`src/hdl/ptgc_pkg.sv`:
```
// shared types, vocabulary constants and slot tables of the plan token grammar checker
package ptgc_pkg;

    localparam int TOKEN_W = 13;
    localparam int LEN_W   = 8;
    localparam int COUNT_W = 8;

    localparam logic [TOKEN_W-1:0] TOK_OK      = 13'd4097;
    localparam logic [TOKEN_W-1:0] TOK_NO      = 13'd4098;
    localparam logic [TOKEN_W-1:0] TOK_END     = 13'd4099;
    localparam logic [TOKEN_W-1:0] TOK_INTENT0 = 13'd4100;
    localparam logic [TOKEN_W-1:0] TOK_PLACE0  = 13'd4107;
    localparam logic [TOKEN_W-1:0] TOK_UNIT0   = 13'd4109;
    localparam logic [TOKEN_W-1:0] TOK_AMOUNT0 = 13'd4112;
    localparam logic [TOKEN_W-1:0] TOK_SPAN_S0 = 13'd4132;
    localparam logic [TOKEN_W-1:0] TOK_SPAN_E0 = 13'd4260;
    localparam logic [TOKEN_W-1:0] TOK_LIMIT   = 13'd4388;

    localparam logic [2:0] NO_INTENT = 3'd7;
    localparam logic [1:0] SLOT_MAX  = 2'd3;
    localparam logic [COUNT_W-1:0] COUNT_MAX = 8'd255;

    typedef enum logic [1:0] {
        ACT_START = 2'd0,
        ACT_CHECK = 2'd1,
        ACT_STEP  = 2'd2
    } t_action;

    typedef enum logic [1:0] {
        K_PLACE  = 2'd0,
        K_COPY   = 2'd1,
        K_AMOUNT = 2'd2,
        K_UNIT   = 2'd3
    } t_field_kind;

    typedef struct packed {
        logic               gate_seen;
        logic               plan_done;
        logic [2:0]         current_intent;
        logic [1:0]         slot_index;
        logic               span_open;
        logic [6:0]         span_start;
        logic [LEN_W-1:0]   source_count;
        logic [COUNT_W-1:0] actions_opened;
    } t_state;

    localparam t_state STATE_RESET = '{
        gate_seen:      1'b0,
        plan_done:      1'b0,
        current_intent: NO_INTENT,
        slot_index:     2'd0,
        span_open:      1'b0,
        span_start:     7'd0,
        source_count:   8'd0,
        actions_opened: 8'd0
    };

    typedef struct packed {
        logic token_legal;
        logic step_rejected;
    } t_result;

    function automatic logic [1:0] req_slots(input logic [2:0] intent);
        logic [1:0] r;
        case (intent)
            3'd5:    r = 2'd0;
            3'd6:    r = 2'd2;
            default: r = 2'd1;
        endcase
        return r;
    endfunction

    function automatic logic [1:0] all_slots(input logic [2:0] intent);
        logic [1:0] r;
        case (intent)
            3'd0, 3'd3, 3'd4, 3'd6: r = 2'd2;
            3'd1, 3'd2:             r = 2'd1;
            default:                r = 2'd0;
        endcase
        return r;
    endfunction

    function automatic t_field_kind kind_of_slot(input logic [2:0] intent, input logic odd);
        t_field_kind k;
        case (intent)
            3'd0:    k = odd ? K_COPY : K_PLACE;
            3'd1:    k = K_PLACE;
            3'd6:    k = odd ? K_UNIT : K_AMOUNT;
            default: k = K_COPY;
        endcase
        return k;
    endfunction

endpackage

```
`src/hdl/ptgc_step.sv`:
```
// legality check and next-state logic for one token word
module ptgc_step #(
    parameter int MAX_SOURCE       = 128,
    parameter int MAX_PLAN_ACTIONS = 8
) (
    input  ptgc_pkg::t_state                  i_state,
    input  logic [1:0]                        i_action,
    input  logic [ptgc_pkg::TOKEN_W-1:0]      i_token,
    input  logic [ptgc_pkg::LEN_W-1:0]        i_source_len,
    output ptgc_pkg::t_state                  o_next_state,
    output ptgc_pkg::t_result                 o_result
);
    import ptgc_pkg::*;

    localparam logic [LEN_W-1:0]   MAX_SRC = LEN_W'(MAX_SOURCE);
    localparam logic [COUNT_W-1:0] MAX_ACT = COUNT_W'(MAX_PLAN_ACTIONS);

    logic [TOKEN_W-1:0] ss_off;
    logic [TOKEN_W-1:0] se_off;
    logic [TOKEN_W-1:0] cnt_ext;
    logic               is_intent;
    logic               is_span_s;
    logic               is_span_e;
    logic               span_s_ok;
    logic               span_e_ok;
    logic               between_ok;
    logic               kind_hit;
    logic               legal;
    logic [1:0]         slot_inc;
    t_field_kind        kind;

    assign ss_off  = i_token - TOK_SPAN_S0;
    assign se_off  = i_token - TOK_SPAN_E0;
    assign cnt_ext = TOKEN_W'(i_state.source_count);

    assign is_intent = (i_token >= TOK_INTENT0) && (i_token < TOK_PLACE0);
    assign is_span_s = (i_token >= TOK_SPAN_S0) && (i_token < TOK_SPAN_E0);
    assign is_span_e = (i_token >= TOK_SPAN_E0) && (i_token < TOK_LIMIT);

    // span start legal only below the source length
    assign span_s_ok = (i_token >= TOK_SPAN_S0) && (ss_off < cnt_ext);
    // span end must sit at or after the open start
    assign span_e_ok = (i_token >= TOK_SPAN_E0) && (se_off >= TOKEN_W'(i_state.span_start))
                       && (se_off < cnt_ext);

    assign between_ok = ((i_state.actions_opened < MAX_ACT) && is_intent)
                        || ((i_state.actions_opened != '0) && (i_token == TOK_END));

    assign kind = kind_of_slot(i_state.current_intent, i_state.slot_index[0]);

    always_comb begin
        case (kind)
            K_PLACE:  kind_hit = span_s_ok
                                 || ((i_token >= TOK_PLACE0) && (i_token < TOK_UNIT0));
            K_COPY:   kind_hit = span_s_ok;
            K_AMOUNT: kind_hit = (i_token >= TOK_AMOUNT0) && (i_token < TOK_SPAN_S0);
            default:  kind_hit = (i_token >= TOK_UNIT0) && (i_token < TOK_AMOUNT0);
        endcase
    end

    always_comb begin
        if (i_state.plan_done) begin
            legal = 1'b0;
        end else if (!i_state.gate_seen) begin
            legal = (i_token == TOK_OK) || (i_token == TOK_NO);
        end else if (i_state.span_open) begin
            legal = span_e_ok;
        end else if (i_state.current_intent == NO_INTENT) begin
            legal = between_ok;
        end else if (i_state.slot_index >= all_slots(i_state.current_intent)) begin
            legal = between_ok;
        end else if (!kind_hit && (i_state.slot_index >= req_slots(i_state.current_intent)))
        begin
            legal = between_ok;
        end else begin
            legal = kind_hit;
        end
    end

    assign slot_inc = (i_state.slot_index < SLOT_MAX) ? i_state.slot_index + 2'd1
                                                      : i_state.slot_index;

    always_comb begin
        o_next_state           = i_state;
        o_result.token_legal   = 1'b0;
        o_result.step_rejected = 1'b0;
        case (i_action)
            ACT_START: begin
                o_next_state              = STATE_RESET;
                o_next_state.source_count = (i_source_len < MAX_SRC) ? i_source_len : MAX_SRC;
            end
            ACT_CHECK: begin
                o_result.token_legal = legal;
            end
            ACT_STEP: begin
                o_result.token_legal = legal;
                if (i_state.plan_done) begin
                    o_result.step_rejected = 1'b1;
                end else if (!i_state.gate_seen) begin
                    if ((i_token == TOK_OK) || (i_token == TOK_NO)) begin
                        o_next_state.gate_seen = 1'b1;
                        o_next_state.plan_done = (i_token == TOK_NO);
                    end else begin
                        o_result.step_rejected = 1'b1;
                    end
                end else if (i_token == TOK_END) begin
                    o_next_state.plan_done = 1'b1;
                end else if (is_intent) begin
                    o_next_state.current_intent = 3'(i_token - TOK_INTENT0);
                    o_next_state.slot_index     = 2'd0;
                    if (i_state.actions_opened < COUNT_MAX) begin
                        o_next_state.actions_opened = i_state.actions_opened + 8'd1;
                    end
                end else if (is_span_s) begin
                    o_next_state.span_open  = 1'b1;
                    o_next_state.span_start = ss_off[6:0];
                end else begin
                    // span end or any literal fills a slot
                    if (is_span_e) begin
                        o_next_state.span_open = 1'b0;
                    end
                    o_next_state.slot_index = slot_inc;
                    if ((i_state.current_intent != NO_INTENT)
                        && (slot_inc >= all_slots(i_state.current_intent))) begin
                        o_next_state.current_intent = NO_INTENT;
                    end
                end
            end
            default: begin
            end
        endcase
    end

endmodule

```
`config.mk`:
```
export PLATFORM = sky130hd
export DESIGN_NAME = ptgc_step
export DESIGN_NICKNAME = d
export VERILOG_FILES = /design/src/hdl/ptgc_pkg.sv /design/src/hdl/ptgc_step.sv
export SDC_FILE = /design/constraint.sdc
export NUM_CORES = 1
export LEC_CHECK = 0
export BUFFER_PORTS_ARGS = -buffer_cell sky130_fd_sc_hd__buf_4
export CAP_MARGIN = 10
export CORE_UTILIZATION = 55
export DETAILED_ROUTE_END_ITERATION = 8
export GPL_ROUTABILITY_DRIVEN = 0
export GPL_TIMING_DRIVEN = 0
export PLACE_DENSITY_LB_ADDON = 0.3
export SETUP_SLACK_MARGIN = 0.5
export SYNTH_ARGS = -nofsm -noshare
export SYNTH_HDL_FRONTEND = slang
export SYNTH_SLANG_ARGS = --single-unit
```
`constraint.sdc`:
```
create_clock -name vclk -period 3.5
set_input_delay 0 -clock vclk [all_inputs]
set_output_delay 0 -clock vclk [all_outputs]
set_load 0.005 [all_outputs]
```
==> results.md, run 1 <==
* Comb power frac at 1.000
* Final Hold Vio Count at 0
* DR WL/cell at 14.3 um
* Die ar. at 3930 sq um
* Post-Synth XOR/XNOR Area at 0.0346
* Critical path capture point type: output pin
* GRT overflow at 0
* Synth area leader: ha_1
* Seq cells at 0
* Initial core utilization at 0.589
* Largest net degree at the start of global routing at 11
* Chip height at 62.7 um
* Final setup violation count at 0
* Setup bufs post-CTS at 0
* Antenna violations before repair at 0
* Drt total wl at 6240 um
* Syn-to-layout area delta at 32.5%
* Outcome: completed
* Seq/Total Area, Yosys at 0
* Hold Crit Start: i_source_len[4]
* Startpoint types: input pin
* Internal at 0.000155 W
* Share of the synthesized area in the top cell type at 0.179
* Final nets at 474
* Final core utilization at 0.780
* DRC errors left at 0
* Worst Hold Depth at 4
* Synthesized area at 2030 sq um
* Clk pwr share at 0
* Simple-Gate Fraction of Synth Area at 0.353
* Final HPWL DP at 5060 um
* Vias in the first global route at 2405
* Compound-Gate Fraction of Synth Area at 0.282
* Filler cells at 298
* Seq pwr share at 0
* Sw Ratio at 0.516
* Relative slew slack at 0.658
* Tmin final at 2.77 ns
* Layout cells sized above 1 at 0.262
* Top cells by count, synth: nand2_1 (38), inv_1 (31), ha_1 (29), nor2_1 (23), o21ai_0 (19)
* Boundary Pins at 87
* Slew @ Worst Pin at 0.500 ns
* First-pass DRT Iterations at 5
* Power Total at 0.000320 W
* Clock buf count at 0
* Syn avg cell area at 6.56 sq um
* Worst EP arrival at 2.77 ns
* Fin worst setup slack at 0.732 ns
* Psw at 0.000165 W
* Fmax achieved at 361 MHz
* Top-count cell post-synth: nand2_1
* Setup TNS at 0 ns
* Power Density at 119 nW/um^2
* Max-cap violations at 0
* Unrepaired setup endpoints after global routing: no
* Adder-Cell Fraction of Synth Area at 0.179
* Post-CTS sizing at 0
* Register area at 0 sq um
* Row cnt at 21
* WP data required at 3.50 ns
* Vias per cell at 5.99
* Starting DRT DRC Count at 192
* Leak at 1.30 nW
* Buffers on Ports at 80
* Largest family of logic cells by synthesized area: simple AND/OR/NAND/NOR gates
* WHS Endpoint: o_next_state[12]
* Period utilization at 0.791
* Worst min path class: input pin to output pin
* Mux cell area share after synthesis at 0.0500
* Total GRT Usage at 0.312
* Die width at 62.7 um
* CP Class: input pin to output pin
* Max rail drop VDD at 0.0677 mV
* Pre-CTS WS at 0.766 ns
* Syn Nets at 392
* Library cells used by synthesis at 65
* Antenna Nets Post-Route at 0
* First-pass GRT wire length at 10400 um
* Post-Synthesis Cells at 309
* Critical path peak fanout at 8
* Fin. max-slew vios at 0
* Area contributors post-synth: ha_1 (18%), nand2_1 (7.0%), inv_1 (5.7%), o21ai_0 (4.7%), mux2i_1 (4.4%)
* CP startpoint: i_token[2]
* Via count at 2605
* CTS Hold Buffers Added at 0
* Core Box Area at 3440 sq um
* # diodes at 0
* Synth Warn # at 0
==> worst max path at each step <==
| stage | endpoint | slack [ns] |
|---|---|---|
| global placement | o_result[1] | 0.77 |
| finish | o_result[1] | 0.73 |
| floorplan | o_result[1] | 1.40 |
| CTS | o_result[1] | 0.77 |
| detailed placement | o_result[1] | 0.77 |
| global route | o_result[1] | 0.56 |
==> kinds of logic (layout without fill, tap and decap cells) <==
group / count (synthesis) / count (layout)
xor gates and xnor gates: 8 / 8
AOI/OAI and AO/OA: 82 / 82
and+or+nand+nor: 131 / 131
buffers and inverters: 49 / 129
muxes: 10 / 10
adders and majority gates: 29 / 29
==> power by group through the flow <==
| stage | logic (W) | clock network (W) | registers [W] |
|---|---|---|---|
| 3_3_place_gp | 0.000305 | 0 | 0 |
| 5_1_grt | 0.000355 | 0 | 0 |
| 6_report | 0.000320 | 0 | 0 |
| 4_1_cts | 0.000318 | 0 | 0 |
| 3_5_place_dp | 0.000316 | 0 | 0 |
| 2_1_floorplan | 0.000173 | 0 | 0 |
==> per-stage QoR <==
| stage | area, sq um | hold WS (ns) | cells |
|---|---|---|---|
| floorplan | 2030 | 0.0533 | 309 |
| global placement | 2680 | 0.271 | 435 |
| detailed placement | 2680 | 0.277 | 435 |
| CTS | 2680 | 0.277 | 435 |
| global route | 2680 | 0.303 | 435 |
| finish | 2680 | 0.277 | 435 |
==> final cells by class <==
| type | count | area, sq um | area share |
|---|---|---|---|
| Multi-Input combinational cell | 260 | 1820 | 0.679 |
| Timing Repair Buffer | 80 | 601 | 0.224 |
| Inverter | 32 | 120 | 0.0448 |
| Buffer | 17 | 83.8 | 0.0312 |
| Tap cell | 46 | 57.6 | 0.0214 |
==> worst max-delay path, stage by stage <==
cell and delay, ns:
buf_4 0.15, inv_1 0.22, ha_1 0.30, nand2b_1 0.10, and2_1 0.20, xnor2_1 0.32, ha_1 0.32, a21oi_1 0.12
o21ai_0 0.14, nand3_1 0.12, and3_1 0.18, o211ai_1 0.09, a311oi_1 0.34, buf_4 0.17
==> routing by layer <==
metal  track usage  vias up  share of wire
met5             0        -              0
met4        0.0669        0         0.0075
met3        0.0219        7          0.071
met2         0.567      134           0.49
met1         0.398     1169           0.43
li1              -     1295              -
==> cell usage in the layout (no fill, tap or decap), types with 3 or more instances in the layout <==
cell type | synthesis | final
nor4_1 | 3 | 3
xor2_1 | 3 | 3
o22ai_1 | 4 | 4
xnor2_1 | 5 | 5
o21ai_1 | 3 | 3
nand2b_1 | 9 | 9
a21o_1 | 3 | 3
o311ai_0 | 3 | 3
buf_2 | 4 | 4
a21oi_1 | 15 | 15
a31oi_1 | 3 | 3
o21ai_0 | 19 | 19
nand2_1 | 38 | 38
clkbuf_1 | 10 | 10
o21a_1 | 5 | 5
nand3_1 | 9 | 9
nand4b_1 | 3 | 3
nand4_1 | 9 | 9
inv_1 | 31 | 31
mux2i_1 | 9 | 9
buf_4 | 2 | 82
nor2_1 | 23 | 23
nor2b_1 | 3 | 3
and3_1 | 3 | 3
nor3_1 | 11 | 11
ha_1 | 29 | 29
No activity file was read; power rests on OpenSTA's default activity.
==> inputs of run 2 (changes only) <==
Settings changed: ABC_AREA from default to 1, CORE_UTILIZATION 55 to 52.
Clock period 3.5 ns to 2.8 ns, I/O delays scaled along.
==> results.md, run 2 <==
* Post-Synthesis Cells at 395
* Top cells by count, synth: nand2_1 (93), inv_1 (60), nor2_1 (35), o21ai_0 (35), ha_1 (29)
* Chip height at 66.0 um
* WP data required at 2.80 ns
* Drt total wl at 6850 um
* Worst Hold Depth at 3
* Final setup violation count at 0
* Hold Crit Start: i_source_len[0]
* Post-Synth XOR/XNOR Area at 0.0123
* Initial core utilization at 0.561
* Row cnt at 22
* Simple-Gate Fraction of Synth Area at 0.423
* Power Density at 148 nW/um^2
* Area contributors post-synth: ha_1 (17%), nand2_1 (16%), inv_1 (11%), o21ai_0 (8.2%), nand3_1 (6.6%)
* Fin. max-slew vios at 0
* Most frequent cells in the layout: nand2_1 (90), buf_4 (88), inv_1 (57)
* DR WL/cell at 12.9 um
* Max rail drop VDD at 0.0852 mV
* Top-count cell post-synth: nand2_1
* First-pass GRT wire length at 10700 um
* Share of the synthesized area in the top cell type at 0.170
* Post-route insts no fill at 531
* Synth area leader: ha_1
* Clock buf count at 0
* Critical path peak fanout at 5
* Compound-Gate Fraction of Synth Area at 0.262
* Antenna Nets Post-Route at 0
* Clk pwr share at 0
* Vias per cell at 5.66
* Commonest non-fill, non-tap cell in the layout: nand2_1
* Startpoint types: input pin
* Period utilization at 0.768
* Outcome: completed
* Tmin final at 2.15 ns
* Comb power frac at 1.000
* Vias in the first global route at 2515
* Leak at 1.57 nW
* # diodes at 0
* Sw Ratio at 0.549
* Boundary Pins at 87
* Largest net degree at the start of global routing at 11
* Seq pwr share at 0
* GRT overflow at 0
* Library cells used by synthesis at 40
* Final HPWL DP at 5570 um
* CTS Hold Buffers Added at 0
* Via count at 3006
* Synthesized area at 2130 sq um
* DP Cell Count at 529
* DRC errors left at 0
* Seq cells at 0
* Syn-to-layout area delta at 36.2%
* Die ar. at 4360 sq um
* Total GRT Usage at 0.300
* Core Box Area at 3800 sq um
* Starting DRT DRC Count at 431
* Syn avg cell area at 5.40 sq um
* Placed Area at 2840 sq um
* Critical path capture point type: output pin
* Die width at 66.0 um
* Unrepaired setup endpoints after global routing: no
* CP most frequent cell: nand2_1
* Final Hold Vio Count at 0
* Register area at 0 sq um
* Buffers on Ports at 86
* WHS Endpoint: o_next_state[8]
* Slew @ Worst Pin at 0.550 ns
* Syn Nets at 478
* Largest family of logic cells by synthesized area: simple AND/OR/NAND/NOR gates
* Worst EP arrival at 2.15 ns
* Internal at 0.000195 W
* Max-cap violations at 0
* Setup TNS at 0 ns
* CP Cell Sequence: buf_4, clkinvlp_4, ha_4, xor2_2, ha_1, nand2_1, inv_1, nand4_1, o211ai_1, nand3_1, or2_2, nand2_1, nand2_1, nand2_1, nand2_1, nand2_1, a21oi_1, buf_4
* Synth Warn # at 0
* Fmax achieved at 465 MHz
* Final nets at 568
* CP Class: input pin to output pin
* Seq/Total Area, Yosys at 0
* Layout cells sized above 1 at 0.267
* CP max stage delay at 0.31 ns
* Psw at 0.000237 W
* Worst min path class: input pin to output pin
* CP max-delay cell: ha_1
* Mux cell area share after synthesis at 0
* Fin area at 2900 sq um
* Relative slew slack at 0.630
* Antenna violations before repair at 0
* First-pass DRT Iterations at 5
* Adder-Cell Fraction of Synth Area at 0.170
run 2: cell count changes in the layout (fill, tap and decap cells not counted), sizes merged, moves of 6 or more:
cell / previous run / this run
a21oi: 15 / 27
o21ai: 22 / 49
inv: 32 / 67
nand2: 38 / 98
mux2i: 9 / 0
nand3: 9 / 29
nand2b: 9 / 0
nor2: 23 / 43
clkbuf: 10 / 4
run 2: final cells by class:
| class | count | area, sq um |
|---|---|---|
| Multi-Input combinational cell | 321 | 1900 |
| Fill cell | 325 | 895 |
| Timing Repair Buffer | 88 | 661 |
| Inverter | 69 | 265 |
| Tap cell | 48 | 60.1 |
| Buffer | 5 | 20.0 |
run 2: metal layers:
metal	track usage	vias up	share of wire
met4	0.0239	0	0.0085
met2	0.552	177	0.47
met3	0.0103	14	0.084
met1	0.397	1326	0.43
met5	0	-	0
li1	-	1489	-
run 2: per-stage QoR:
stage	utilization	hold slack, ns	setup WS (ns)	total power, W
3_3_place_gp	0.747	0.276	0.208	0.000399
2_1_floorplan	-	0.0555	0.855	0.000221
3_5_place_dp	0.747	0.279	0.163	0.000410
4_1_cts	0.755	0.285	0.560	0.000417
6_report	0.764	0.282	0.651	0.000431
5_1_grt	0.764	0.299	0.499	0.000478
run 2: how the worst max path moves through the flow:
stage,startpoint,to,slack (ns),cells after the start
after floorplan,i_token[2],o_result[1],0.85,18
after global placement,i_token[2],o_result[1],0.21,20
after detailed placement,i_token[2],o_result[1],0.16,20
after CTS,i_token[3],o_result[1],0.56,20
after global routing,i_token[2],o_result[1],0.50,20
final,i_token[2],o_result[1],0.65,18
run 2: cell families after synthesis:
family | after synthesis
xor+xnor | 3
compound gates | 95
buf+inv | 74
fa+ha+maj | 29
simple gates | 194
run 2: worst max-delay path: cells and delay by family:
family                   cells  cell delay (ns)
adder cells (fa/ha/maj)      2             0.50
buffers and inverters        4             0.44
AO/OA/AOI/OAI                2             0.15
AND/OR/NAND/NOR              9             0.84
XOR/XNOR                     1             0.21
run 2: timing repair:
item                       CTS  global route
resized for setup            4             7
buffers inserted             1             1
setup endpoints to repair    1             1
pin swaps                    0             2
hold endpoints to repair     0             0
run 2: power by group through the flow:
stage / registers [W] / logic (W) / clock network, W
2_1_floorplan: 0 / 0.000221 / 0
5_1_grt: 0 / 0.000478 / 0
6_report: 0 / 0.000431 / 0
4_1_cts: 0 / 0.000417 / 0
3_3_place_gp: 0 / 0.000399 / 0
3_5_place_dp: 0 / 0.000410 / 0
